==> src/design/utf8vd_pkg.sv <==
// Package for the UTF-8 validating decoder.
// Holds the beat types, the result kinds and the decoding constants.
// Used by every module of the block; depends on nothing else.
package utf8vd_pkg;

    localparam int OFFSET_BITS_DEFAULT = 16;

    localparam logic [20:0] CP_MAX     = 21'h10FFFF;
    localparam logic [16:0] COUNT_MAX  = 17'h10000;
    localparam logic [20:0] FLOOR_TWO  = 21'h00007F;
    localparam logic [20:0] FLOOR_THREE = 21'h0007FF;
    localparam logic [20:0] FLOOR_FOUR = 21'h00FFFF;

    typedef enum logic [1:0] {
        KIND_CHAR      = 2'd0,
        KIND_MALFORMED = 2'd1,
        KIND_CLOSED    = 2'd2
    } kind_t;

    typedef struct packed {
        logic [7:0] data_byte;
        logic       end_of_string;
    } byte_beat_t;

    typedef struct packed {
        logic [20:0] code_point;
        kind_t       kind;
        logic [15:0] char_start;
        logic [16:0] char_count;
        logic        last;
    } result_beat_t;

endpackage

==> src/design/utf8_validating_decoder.sv <==
// Top level of the UTF-8 validating decoder.
// Joins the decode core and the result register; depends on utf8vd_pkg,
// utf8vd_core and utf8vd_result_reg.
//
// The decoder gives at most one result beat per byte beat, in the cycle after
// the byte is taken, from a single result register. Every byte is checked and
// folded into the sequence state in the cycle it is accepted, so the sustained
// rate is one byte per clock while no held result beat stalls byte_ready.
// byte_ready follows result_ready combinationally: a byte is taken whenever the
// result register is empty or its beat leaves in the same cycle. Byte offsets
// saturate at 2^OFFSET_BITS-1 and are reported in their low 16 bits.
module utf8_validating_decoder #(
    parameter int OFFSET_BITS = utf8vd_pkg::OFFSET_BITS_DEFAULT
) (
    input  logic                     clk,
    input  logic                     rst_n,
    input  logic                     byte_valid,
    output logic                     byte_ready,
    input  utf8vd_pkg::byte_beat_t   byte_beat,
    output logic                     result_valid,
    input  logic                     result_ready,
    output utf8vd_pkg::result_beat_t result
);

    logic                     accept;
    logic                     emit;
    logic                     space;
    utf8vd_pkg::result_beat_t core_result;

    assign byte_ready = space;
    assign accept     = byte_valid && space;

    utf8vd_core #(
        .OFFSET_BITS(OFFSET_BITS)
    ) u_core (
        .clk    (clk),
        .rst_n  (rst_n),
        .accept (accept),
        .beat   (byte_beat),
        .emit   (emit),
        .result (core_result)
    );

    utf8vd_result_reg u_result_reg (
        .clk          (clk),
        .rst_n        (rst_n),
        .load         (accept && emit),
        .load_data    (core_result),
        .space        (space),
        .result_valid (result_valid),
        .result_ready (result_ready),
        .result       (result)
    );

endmodule

==> src/design/utf8vd_core.sv <==
// Decode core of the UTF-8 validating decoder: sequence state and checks.
// Updates its state on every accepted byte and flags the result it causes.
// Depends on utf8vd_pkg.
module utf8vd_core #(
    parameter int OFFSET_BITS = utf8vd_pkg::OFFSET_BITS_DEFAULT
) (
    input  logic                     clk,
    input  logic                     rst_n,
    input  logic                     accept,
    input  utf8vd_pkg::byte_beat_t   beat,
    output logic                     emit,
    output utf8vd_pkg::result_beat_t result
);

    logic [2:0]             cont_left_reg,  cont_left_next;
    logic [2:0]             seq_len_reg,    seq_len_next;
    logic [20:0]            acc_reg,        acc_next;
    logic [OFFSET_BITS-1:0] byte_pos_reg,   byte_pos_next;
    logic [OFFSET_BITS-1:0] seq_begin_reg,  seq_begin_next;
    logic [16:0]            valid_reg,      valid_next;
    logic                   failed_reg,     failed_next;

    logic [7:0]              b;
    logic                    eos;
    logic [2:0]              n_lead;
    logic                    run;
    logic [5:0]              lead_mask;
    logic [20:0]             acc_shift;
    logic [20:0]             floor_v;
    logic [2:0]              cont_dec;
    logic                    emit_char;
    logic                    emit_err;
    logic                    clear;
    logic [20:0]             cp;
    logic [16:0]             count_inc;
    logic [OFFSET_BITS-1:0]  start_sel;
    logic [OFFSET_BITS+15:0] start_wide;

    assign b   = beat.data_byte;
    assign eos = beat.end_of_string;

    // Number of ones that follow the top bit of a lead byte.
    always_comb
    begin
        n_lead = 3'd0;
        run    = 1'b1;
        for (int i = 6; i >= 0; i--)
        begin
            if (run && b[i])
            begin
                n_lead = n_lead + 3'd1;
            end
            else
            begin
                run = 1'b0;
            end
        end
    end

    assign lead_mask = 6'h3F >> n_lead;
    assign acc_shift = {acc_reg[14:0], b[5:0]};
    assign cont_dec  = cont_left_reg - 3'd1;
    assign count_inc = (valid_reg < utf8vd_pkg::COUNT_MAX) ? valid_reg + 17'd1 : valid_reg;

    always_comb
    begin
        unique case (seq_len_reg)
            3'd1:    floor_v = utf8vd_pkg::FLOOR_TWO;
            3'd2:    floor_v = utf8vd_pkg::FLOOR_THREE;
            default: floor_v = utf8vd_pkg::FLOOR_FOUR;
        endcase
    end

    always_comb
    begin
        cont_left_next = cont_left_reg;
        seq_len_next   = seq_len_reg;
        acc_next       = acc_reg;
        seq_begin_next = seq_begin_reg;
        valid_next     = valid_reg;
        failed_next    = failed_reg;
        byte_pos_next  = (byte_pos_reg != '1) ? byte_pos_reg + 1'b1 : byte_pos_reg;
        emit_char      = 1'b0;
        emit_err       = 1'b0;
        clear          = 1'b0;
        cp             = 21'd0;

        if (failed_reg)
        begin
            clear = eos;
        end
        else
        begin
            if (cont_left_reg == 3'd0)
            begin
                seq_begin_next = byte_pos_reg;
                if (!b[7])
                begin
                    emit_char = 1'b1;
                    cp        = {13'd0, b};
                end
                else if (!b[6])
                begin
                    emit_err = 1'b1;
                end
                else
                begin
                    seq_len_next   = n_lead;
                    cont_left_next = n_lead;
                    acc_next       = {15'd0, b[5:0] & lead_mask};
                    emit_err       = eos;
                end
            end
            else if (b[7:6] != 2'b10)
            begin
                emit_err = 1'b1;
            end
            else
            begin
                acc_next       = acc_shift;
                cont_left_next = cont_dec;
                if (cont_dec == 3'd0)
                begin
                    if (seq_len_reg > 3'd3 || acc_shift > utf8vd_pkg::CP_MAX
                        || acc_shift <= floor_v)
                    begin
                        emit_err = 1'b1;
                    end
                    else
                    begin
                        emit_char = 1'b1;
                        cp        = acc_shift;
                    end
                end
                else
                begin
                    emit_err = eos;
                end
            end

            if (emit_char)
            begin
                valid_next     = count_inc;
                cont_left_next = 3'd0;
            end
            if (emit_err)
            begin
                cont_left_next = 3'd0;
                failed_next    = 1'b1;
            end
            clear = eos && (emit_char || emit_err);
        end

        if (clear)
        begin
            cont_left_next = 3'd0;
            seq_len_next   = 3'd0;
            acc_next       = 21'd0;
            byte_pos_next  = '0;
            seq_begin_next = '0;
            valid_next     = 17'd0;
            failed_next    = 1'b0;
        end
    end

    // A byte in lead position starts its own sequence; every other result,
    // a kind-2 close included, reports the stored start of the sequence.
    assign start_sel  = (failed_reg || cont_left_reg != 3'd0) ? seq_begin_reg : byte_pos_reg;
    assign start_wide = {16'd0, start_sel};

    always_comb
    begin
        emit              = emit_char || emit_err || (failed_reg && eos);
        result.code_point = cp;
        result.char_start = start_wide[15:0];
        result.last       = eos;
        if (emit_char)
        begin
            result.kind       = utf8vd_pkg::KIND_CHAR;
            result.char_count = count_inc;
        end
        else if (emit_err)
        begin
            result.kind       = utf8vd_pkg::KIND_MALFORMED;
            result.char_count = valid_reg;
        end
        else
        begin
            result.kind       = utf8vd_pkg::KIND_CLOSED;
            result.char_count = valid_reg;
        end
    end

    always_ff @(posedge clk or negedge rst_n)
    begin
        if (!rst_n)
        begin
            cont_left_reg <= 3'd0;
            seq_len_reg   <= 3'd0;
            acc_reg       <= 21'd0;
            byte_pos_reg  <= '0;
            seq_begin_reg <= '0;
            valid_reg     <= 17'd0;
            failed_reg    <= 1'b0;
        end
        else if (accept)
        begin
            cont_left_reg <= cont_left_next;
            seq_len_reg   <= seq_len_next;
            acc_reg       <= acc_next;
            byte_pos_reg  <= byte_pos_next;
            seq_begin_reg <= seq_begin_next;
            valid_reg     <= valid_next;
            failed_reg    <= failed_next;
        end
    end

endmodule

==> src/design/utf8vd_result_reg.sv <==
// Result register of the UTF-8 validating decoder.
// Holds one result beat until it is taken and grants the byte channel.
// Depends on utf8vd_pkg.
module utf8vd_result_reg (
    input  logic                     clk,
    input  logic                     rst_n,
    input  logic                     load,
    input  utf8vd_pkg::result_beat_t load_data,
    output logic                     space,
    output logic                     result_valid,
    input  logic                     result_ready,
    output utf8vd_pkg::result_beat_t result
);

    logic                     valid_reg, valid_next;
    utf8vd_pkg::result_beat_t data_reg;

    // A new beat may enter in the same cycle the held one leaves.
    assign space = !valid_reg || result_ready;

    always_comb
    begin
        if (load)
        begin
            valid_next = 1'b1;
        end
        else if (result_ready)
        begin
            valid_next = 1'b0;
        end
        else
        begin
            valid_next = valid_reg;
        end
    end

    always_ff @(posedge clk or negedge rst_n)
    begin
        if (!rst_n)
        begin
            valid_reg <= 1'b0;
        end
        else
        begin
            valid_reg <= valid_next;
        end
    end

    always_ff @(posedge clk)
    begin
        if (load)
        begin
            data_reg <= load_data;
        end
    end

    assign result_valid = valid_reg;
    assign result       = data_reg;

endmodule
==> config.mk <==
export PLATFORM = sky130hd
export DESIGN_NAME = utf8_validating_decoder
export DESIGN_NICKNAME = d
export VERILOG_FILES = /design/src/design/utf8vd_pkg.sv /design/src/design/utf8_validating_decoder.sv /design/src/design/utf8vd_core.sv /design/src/design/utf8vd_result_reg.sv
export SDC_FILE = /design/constraint.sdc
export NUM_CORES = 1
export LEC_CHECK = 0
export BUFFER_PORTS_ARGS = -buffer_cell sky130_fd_sc_hd__clkbuf_2
export CAP_MARGIN = 5
export CORE_MARGIN = 2
export CORE_UTILIZATION = 60
export CTS_CLUSTER_SIZE = 25
export DETAILED_ROUTE_END_ITERATION = 10
export PLACE_DENSITY = 0.81
export SYNTH_ARGS = -nofsm -noshare
export SYNTH_HDL_FRONTEND = slang
export SYNTH_SLANG_ARGS = --single-unit
==> constraint.sdc <==
create_clock -name clk -period 13.2 [get_ports clk]
set_input_delay 3.3 -clock clk [delete_from_list [all_inputs] [get_ports clk]]
set_output_delay 3.3 -clock clk [all_outputs]
set_load 0.02 [all_outputs]
==> results of run 1 <==
==> worst min path at each step <==
stage	end	slack [ps]	start	cells after the start
3_3_place_gp	u_core.seq_begin_reg[6]	460	u_core.seq_begin_reg[6]	2
5_1_grt	u_core.seq_begin_reg[11]	500	u_core.seq_begin_reg[11]	2
2_1_floorplan	u_core.seq_begin_reg[4]	440	u_core.seq_begin_reg[4]	2
4_1_cts	u_core.seq_begin_reg[14]	490	u_core.seq_begin_reg[14]	2
6_report	u_core.seq_begin_reg[11]	490	u_core.seq_begin_reg[11]	2
3_5_place_dp	u_core.seq_begin_reg[4]	470	u_core.seq_begin_reg[4]	2
==> metal layers <==
metal / track usage, % / vias to the layer above / routed length, microns
met5: 0 / - / 0
met1: 35.3 / 2489 / 6200
met2: 40.7 / 210 / 6920
li1: - / 2405 / -
met3: 6.15 / 41 / 985
met4: 10.2 / 0 / 356
==> cell usage in the layout (no fill, tap or decap), types with 5 or more instances in the layout <==
| master | netlist | final |
|---|---|---|
| a311o_1 | 5 | 5 |
| inv_1 | 23 | 23 |
| nand2b_1 | 7 | 7 |
| dfrtp_1 | 72 | 72 |
| and2_1 | 16 | 16 |
| a21oi_1 | 11 | 11 |
| clkbuf_16 | 0 | 16 |
| o21ai_0 | 50 | 50 |
| ha_1 | 19 | 19 |
| clkbuf_2 | 0 | 70 |
| nor3_1 | 16 | 16 |
| o211ai_1 | 11 | 11 |
| xnor2_1 | 22 | 22 |
| and3_1 | 8 | 8 |
| xor2_1 | 5 | 5 |
| nand3_1 | 17 | 17 |
| edfxtp_1 | 57 | 57 |
| nor2_1 | 43 | 41 |
| mux2_2 | 22 | 22 |
| nand2_1 | 84 | 84 |
| buf_4 | 2 | 6 |
| o31ai_1 | 7 | 7 |
| nand4_1 | 20 | 20 |
| o41ai_1 | 6 | 6 |
| or3_1 | 5 | 5 |
==> Yosys cell counts, drive strengths merged (2+ instances only) <==
cell type	instances	area, sq um
a211o	4	43.8
a211oi	2	20.0
a21boi	3	22.5
a21oi	11	55.1
a22o	2	17.5
a311o	5	50.1
a31o	4	35.0
a32o	3	30.0
and2	17	106
and3	8	50.1
and3b	2	17.5
buf	5	28.8
clkbuf	28	105
dfrtp	72	1800
edfxtp	57	1710
ha	19	238
inv	23	86.3
mux2	22	248
mux2i	4	40.0
nand2	84	315
nand2b	7	43.8
nand3	17	85.1
nand4	20	125
nor2	43	161
nor2b	4	25.0
nor3	16	80.1
nor3b	4	30.0
nor4	4	25.0
o211ai	11	82.6
o21ai	52	260
o21bai	2	15.0
o311ai	2	17.5
o31ai	9	77.6
o41ai	6	52.6
or2	4	25.0
or3	6	42.5
xnor2	22	193
xor2	5	43.8
==> power by group through the flow <==
stage | sequential, mW | clock [mW] | combinational (mW)
4_1_cts | 0.505 | 0.445 | 0.217
2_1_floorplan | 0.534 | 0 | 0.127
6_report | 0.506 | 0.439 | 0.218
3_5_place_dp | 0.512 | 0 | 0.215
3_3_place_gp | 0.509 | 0 | 0.209
5_1_grt | 0.511 | 0.462 | 0.239
==> cells by family (layout without fill, tap and decap cells) <==
kind of cell               count (synthesis)  count (layout)  share of synthesized area, %
muxes                                     26              26                          4.39
adders and majority gates                 19              19                          3.62
and+or+nand+nor                          243             243                          18.2
AOI/OAI and AO/OA                        126             126                          13.2
buffers and inverters                     56             132                          3.36
DFF                                      129             129                          53.5
xor gates and xnor gates                  27              27                          3.60
==> through the flow <==
| step | power [mW] | utilization (%) | area (sq um) |
|---|---|---|---|
| after global routing | 1.21 | 70.5 | 7570 |
| final | 1.16 | 70.5 | 7570 |
| after detailed placement | 0.727 | 65.3 | 7010 |
| after global placement | 0.718 | 65.3 | 7010 |
| after floorplan | 0.661 | - | 6560 |
| after CTS | 1.17 | 70.5 | 7570 |
==> worst register-to-register path: cells and delay by family, from the launching register on <==
| family | cells | cell delay, ps |
|---|---|---|
| xor gates and xnor gates | 1 | 190 |
| and+or+nand+nor | 5 | 1740 |
| buffers and inverters | 1 | 360 |
| adders and majority gates | 1 | 230 |
| AOI/OAI and AO/OA | 1 | 260 |
| DFF | 1 | 420 |
==> area by class of cell <==
| class | instances | area (sq um) |
|---|---|---|
| Sequential cell | 129 | 3510 |
| Fill cell | 795 | 3170 |
| Multi-Input combinational cell | 441 | 2840 |
| Clock buffer | 18 | 418 |
| Timing Repair Buffer | 77 | 400 |
| Tap cell | 140 | 175 |
| Clock inverter | 14 | 140 |
| Inverter | 23 | 86.3 |
==> run_results.csv, run 1 <==
group,metric,value,unit
status,status,"finished, final reports clean",
clock_tree,clk_path_buf_depth,2,
setup_path,worst_path_largest_cell_delay,390,ps
die,coreArea,10700,sq um
sta,worst_slew_pin_slew,1010,ps
clock_tree,cts-root-buf,"clkbuf_8",
setup_path,critPathMaxFanout,10,
setup_path,crit_path_end,"u_core.acc_reg[3]",
clock_tree,cts_buffers,17,
routing,wl_per_cell,17.2,microns
routing,wl,14.5,mm
clock_tree,cts_tree,"built",
power,powerDensity,154,nW/um^2
die,fp-row-count,38,
sta,finalSetupViolCount,0,
sta,clock.fmax,133,MHz
setup_path,path_class,"input pin to flop",
clock_tree,cts-htree-levels,4,
setup_path,crit_chain,"clkbuf_2, nand2_1, inv_1, ha_1, o21a_1, ha_1, mux2i_1, a21oi_1, ha_1, mux2_2, ha_1, mux2_2, mux2_2, ha_1, and3b_1, o21ai_0, mux2_2, mux2i_1, nand3b_1, o31ai_1",
yosys,ys_seq_area_share,53.5,%
sta,timing.hold.ws,487,ps
yosys,synth_edf_count,57,
power,power_leakage,3.19,nW
yosys,ys_seq_elements,129,
die,die_h,109,microns
cells_and_area,antennaDiodeCount,0,
grt,grt_first_pass_wirelength,23.5,mm
routing,drt_iter0_markers,378,
setup_path,critPathArrivalTime,7950,ps
routing,first_pass_iters,5,
clock_tree,postCtsResizedCells,0,
routing,via_per_inst,6.11,
cells_and_area,finish.net_count,721,
clock_tree,clock_latency,530,ps
setup_path,end_kind,"flop",
clock_tree,cts_sinks,129,
setup_path,cp-startpoint,"byte_beat[7]",
die,die_area,11800,sq um
sta,clock_skew,10.8,ps
yosys,syn_area_per_cell,10.5,sq um
setup_path,crit_top_cell,"ha_1",
job,timing.max_cap.violations,0,
setup_path,worstSetupPathDepth,20,
place,placedCellCount,810,
clock_tree,ctsHoldBuffers,0,
place,dp_slack,5240,ps
setup_path,r2r_cells,9,
yosys,synth.distinct_cells,63,
power,vdd_drop_max,89.6,uV
power,pwr-share-clk,37.8,%
grt,grt_max_degree,73,
hold_path,worstHoldPathType,"flop to flop",
setup_path,cp_slowest_cell,"mux2_2",
yosys,ys.flop_type,"dfrtp_1",
setup_path,crit_path_start_kind,"input pin",
power,p_int,0.811,mW
setup_path,required,13640,ps
grt,grt.total_usage,26.0,%
setup_path,critical-path-top-delay-family,"multiplexers",
cells_and_area,area_delta_synth_final,15.4,%
cells_and_area,instances_no_fill,842,
grt,grt_overflow,0,
grt,antenna_found_initial,0,
cells_and_area,largest_register_ffs,57,
clock_tree,path_clk_slew,60,ps
cells_and_area,final_layout_size_suffix_gt1_share,20.7,%
sta,finalWorstSetupSlack,5690,ps
sta,maxSlewHeadroom,32.5,%
sta,period_share,56.9,%
yosys,synthCells,626,
sta,finalHoldViolCount,0,
place,hpwlAfterDp,9.59,mm
routing,drtAntennaViolNets,0,
setup_path,r2r-start,"u_core.seq_len_reg[2]",
die,die_w,109,microns
yosys,synthesis.area,6560,sq um
yosys,yosysWarnings,0,
sta,finalMaxSlewViolations,0,
sta,rsz0062_at_grt,"no",
place,routabilityCongestion,0.930,
sta,period_needed,7510,ps
place,port_buffers,71,
power,netSwitchingFraction,30.3,%
routing,drc,0,
power,p_comb_share,18.7,%
routing,route.vias.total,5145,
power,p_sw,0.352,mW
power,p_seq_share,43.5,%
yosys,synthesis.nets,658,
die,start_util,61.1,%
die,io_pins,72,
setup_path,path_buf_inv,2,
clock_tree,post_cts_buffers,0,
grt,grt_pass1_vias,4809,
setup_path,rrSetupSlack,9750,ps
yosys,async_flop_share,55.8,%
setup_path,reg2reg_to,"u_result_reg.result[11]",
sta,setup-tns-final,0,ps
No activity file was read; power rests on OpenSTA's default activity.
==> run 2, diff against run 1 <==
--- a/config.mk
+++ b/config.mk
@@ -5,13 +5,14 @@
 export SDC_FILE = /design/constraint.sdc
 export NUM_CORES = 1
 export LEC_CHECK = 0
+export ABC_AREA = 1
 export BUFFER_PORTS_ARGS = -buffer_cell sky130_fd_sc_hd__clkbuf_2
 export CAP_MARGIN = 5
 export CORE_MARGIN = 2
-export CORE_UTILIZATION = 60
+export CORE_UTILIZATION = 53
 export CTS_CLUSTER_SIZE = 25
 export DETAILED_ROUTE_END_ITERATION = 10
-export PLACE_DENSITY = 0.81
+export PLACE_DENSITY = 0.76
 export SYNTH_ARGS = -nofsm -noshare
 export SYNTH_HDL_FRONTEND = slang
 export SYNTH_SLANG_ARGS = --single-unit
==> constraint.sdc (replaced) <==
create_clock -name clk -period 6.51 [get_ports clk]
set_input_delay 1.6275 -clock clk [delete_from_list [all_inputs] [get_ports clk]]
set_output_delay 1.6275 -clock clk [all_outputs]
set_load 0.02 [all_outputs]
==> run 2 against run 1 <==
Sequential power rose by 130%. Register-to-register slack got worse by 6800 ps. Design area rose by 2.2%. Sequential share of layout area fell by 0.98 points. Clock skew fell by 4.3 ps. Routed wire length rose by 0.54%. Hold slack got worse by 7.2 ps. Critical path type unchanged. Largest cell class unchanged. Highest routed layer unchanged.
==> run_results.csv, run 2 <==
group,metric,value,unit
yosys,synthesis.area,6690,sq um
cells_and_area,area_delta_synth_final,15.6,%
cells_and_area,utilization,62.0,%
cells_and_area,layout_commonest_cell,"nand2_1",
cells_and_area,multi_input_area,2680,sq um
cells_and_area,antennaDiodeCount,0,
die,coreArea,12500,sq um
sta,period_share,75.1,%
setup_path,cp-startpoint,"byte_beat[7]",
setup_path,crit_path_end,"u_core.acc_reg[1]",
clock_tree,cts_buffers,17,
clock_tree,clock_latency,420,ps
setup_path,crit_path_start_kind,"input pin",
routing,first_pass_iters,6,
yosys,yosysWarnings,0,
die,die_w,116,microns
job,timing.max_cap.violations,0,
setup_path,r2r-start,"u_core.seq_len_reg[1]",
cells_and_area,final_layout_size_suffix_gt1_share,17.0,%
yosys,ys_top_cells_by_area,"dfrtp_1 27%, edfxtp_1 26%, nand2_1 9.0%",
sta,finalHoldViolCount,0,
clock_tree,cts_sinks,129,
yosys,ys_seq_elements,129,
yosys,syn_area_per_cell,8.92,sq um
hold_path,worstHoldPathType,"flop to flop",
routing,drc,0,
setup_path,critical-path-top-delay-family,"simple AND/OR/NAND/NOR gates",
place,dp_slack,1250,ps
sta,rsz0062_at_grt,"no",
routing,drt_iter0_markers,373,
cells_and_area,nFillCells,1064,
power,p_int,1.90,mW
setup_path,worstSetupPathDepth,26,
power,pwr-share-clk,31.0,%
status,status,"finished, final reports clean",
sta,setup-tns-final,0,ps
grt,grt_pass1_vias,5004,
yosys,synthTopCellsByCount,"160 x nand2_1, 93 x inv_1, 72 x dfrtp_1",
yosys,async_flop_share,55.8,%
clock_tree,cts-htree-levels,4,
setup_path,rrSetupSlack,2950,ps
cells_and_area,finish.net_count,853,
power,vdd_drop_max,168,uV
die,die_area,13500,sq um
grt,antenna_found_initial,0,
routing,via_per_inst,5.28,
yosys,synth.distinct_cells,42,
power,p_comb_share,29.9,%
clock_tree,cts-root-buf,"clkbuf_16",
place,routabilityCongestion,0.910,
die,fp-row-count,41,
grt,grt_overflow,0,
sta,timing.hold.ws,480,ps
grt,grt_first_pass_wirelength,24.1,mm
yosys,synth.most_common_cell,"nand2_1",
routing,route.vias.total,5310,
yosys,ys_seq_area_share,52.5,%
place,hpwlAfterDp,10.3,mm
power,power_leakage,3.46,nW
clock_tree,postCtsResizedCells,0,
setup_path,critPathArrivalTime,5190,ps
setup_path,end_kind,"flop",
place,port_buffers,71,
clock_tree,post_cts_buffers,0,
routing,drtAntennaViolNets,0,
sta,finalWorstSetupSlack,1620,ps
cells_and_area,final_cell_mix,"160 x nand2_1, 92 x inv_1, 72 x dfrtp_1, 70 x clkbuf_2, 68 x nor2_1",
setup_path,reg2reg_to,"u_result_reg.result[28]",
sta,worst_slew_pin_slew,940,ps
power,p_sw,1.10,mW
power,p_seq_share,39.1,%
yosys,synth.top_cell.area_share,26.9,%
clock_tree,clk_path_buf_depth,2,
power,netSwitchingFraction,36.7,%
cells_and_area,largest_register_ffs,57,
yosys,ys.flop_type,"dfrtp_1",
setup_path,r2r_cells,15,
setup_path,critPathMaxFanout,7,
die,die_h,116,microns
grt,grt.total_usage,23.1,%
clock_tree,cts_tree,"built",
sta,maxSlewHeadroom,37.3,%
clock_tree,path_clk_slew,50,ps
yosys,synth_edf_count,57,
die,start_util,53.7,%
setup_path,worst_path_largest_cell_delay,270,ps
setup_path,crit_top_cell,"nand2_1",
sta,finalSetupViolCount,0,
cells_and_area,seq_area,3510,sq um
yosys,yosysTopAreaCell,"dfrtp_1",
die,io_pins,72,
sta,finalMaxSlewViolations,0,
setup_path,path_buf_inv,5,
setup_path,cp_slowest_cell,"ha_1",
yosys,synthCells,750,
setup_path,path_class,"input pin to flop",
grt,grt_max_degree,73,
cells_and_area,finalInstanceArea,7730,sq um
routing,wl,14.5,mm
sta,period_needed,4890,ps
place,placed_area,7160,sq um
power,powerDensity,388,nW/um^2
sta,clock_skew,6.56,ps
setup_path,required,6810,ps
clock_tree,ctsHoldBuffers,0,
routing,wl_per_cell,14.5,microns
sta,clock.fmax,204,MHz
yosys,synthesis.nets,782,
## run 2: cell count changes in the layout (fill, tap and decap cells not counted), sizes merged, moves of 22 or more
cell,change
nor2,+33
mux2,-22
nand3,+46
nand2,+85
inv,+74
o21ai,+30
## run 2: logic make-up (layout without fill, tap and decap cells)
group                      Yosys count  count (layout)  synth area share [%]
and+or+nand+nor                    351             351                  24.3
buffers and inverters              120             204                  7.39
DFF                                129             129                  52.5
AOI/OAI and AO/OA                  114             114                  10.0
adders and majority gates           19              19                  3.55
xor gates and xnor gates            17              17                  2.23
## run 2: how the worst min path moves through the flow
stage	slack [ps]	depth (start not counted)	endpoint	startpoint
6_report	480	2	u_core.seq_begin_reg[13]	u_core.seq_begin_reg[13]
5_1_grt	500	2	u_core.seq_begin_reg[2]	u_core.seq_begin_reg[2]
2_1_floorplan	440	2	u_core.seq_begin_reg[15]	u_core.seq_begin_reg[15]
3_3_place_gp	460	2	u_core.seq_begin_reg[15]	u_core.seq_begin_reg[15]
4_1_cts	470	2	u_core.seq_begin_reg[15]	u_core.seq_begin_reg[15]
3_5_place_dp	460	2	u_core.seq_begin_reg[15]	u_core.seq_begin_reg[15]
## run 2: worst min-delay path, cell delays in order (launching register included)
cell and delay (ps):
dfrtp_1 340, nand2_1 50, o31ai_1 50
## run 2: layout make-up
| type | count | area share (%) |
|---|---|---|
| multi-input cells | 501 | 34.7 |
| well taps | 172 | 2.78 |
| clock buffers | 19 | 5.60 |
| inverters | 99 | 4.87 |
| flip-flops and latches | 129 | 45.4 |
| repair buffers | 73 | 4.79 |
| clock inverters | 13 | 1.86 |
## run 2: metrics by stage
| step | total power, mW | cells |
|---|---|---|
| floorplan | 1.83 | 750 |
| global route | 3.16 | 1006 |
| finish | 3.00 | 1006 |
| CTS | 3.02 | 1006 |
| global placement | 2.06 | 974 |
| detailed placement | 2.09 | 974 |
## run 2: metal layers
metal	global-route usage [%]	routed length [microns]
met5	0	0
met4	8.81	188
met3	5.40	652
met2	36.6	7050
met1	31.2	6660
## run 2: power by group through the flow
stage | Sequential, mW | Clock [mW] | Combinational (mW)
detailed placement | 1.19 | 0 | 0.898
finish | 1.17 | 0.930 | 0.896
CTS | 1.17 | 0.943 | 0.904
floorplan | 1.33 | 0 | 0.504
global placement | 1.18 | 0 | 0.881
global route | 1.19 | 0.980 | 0.992
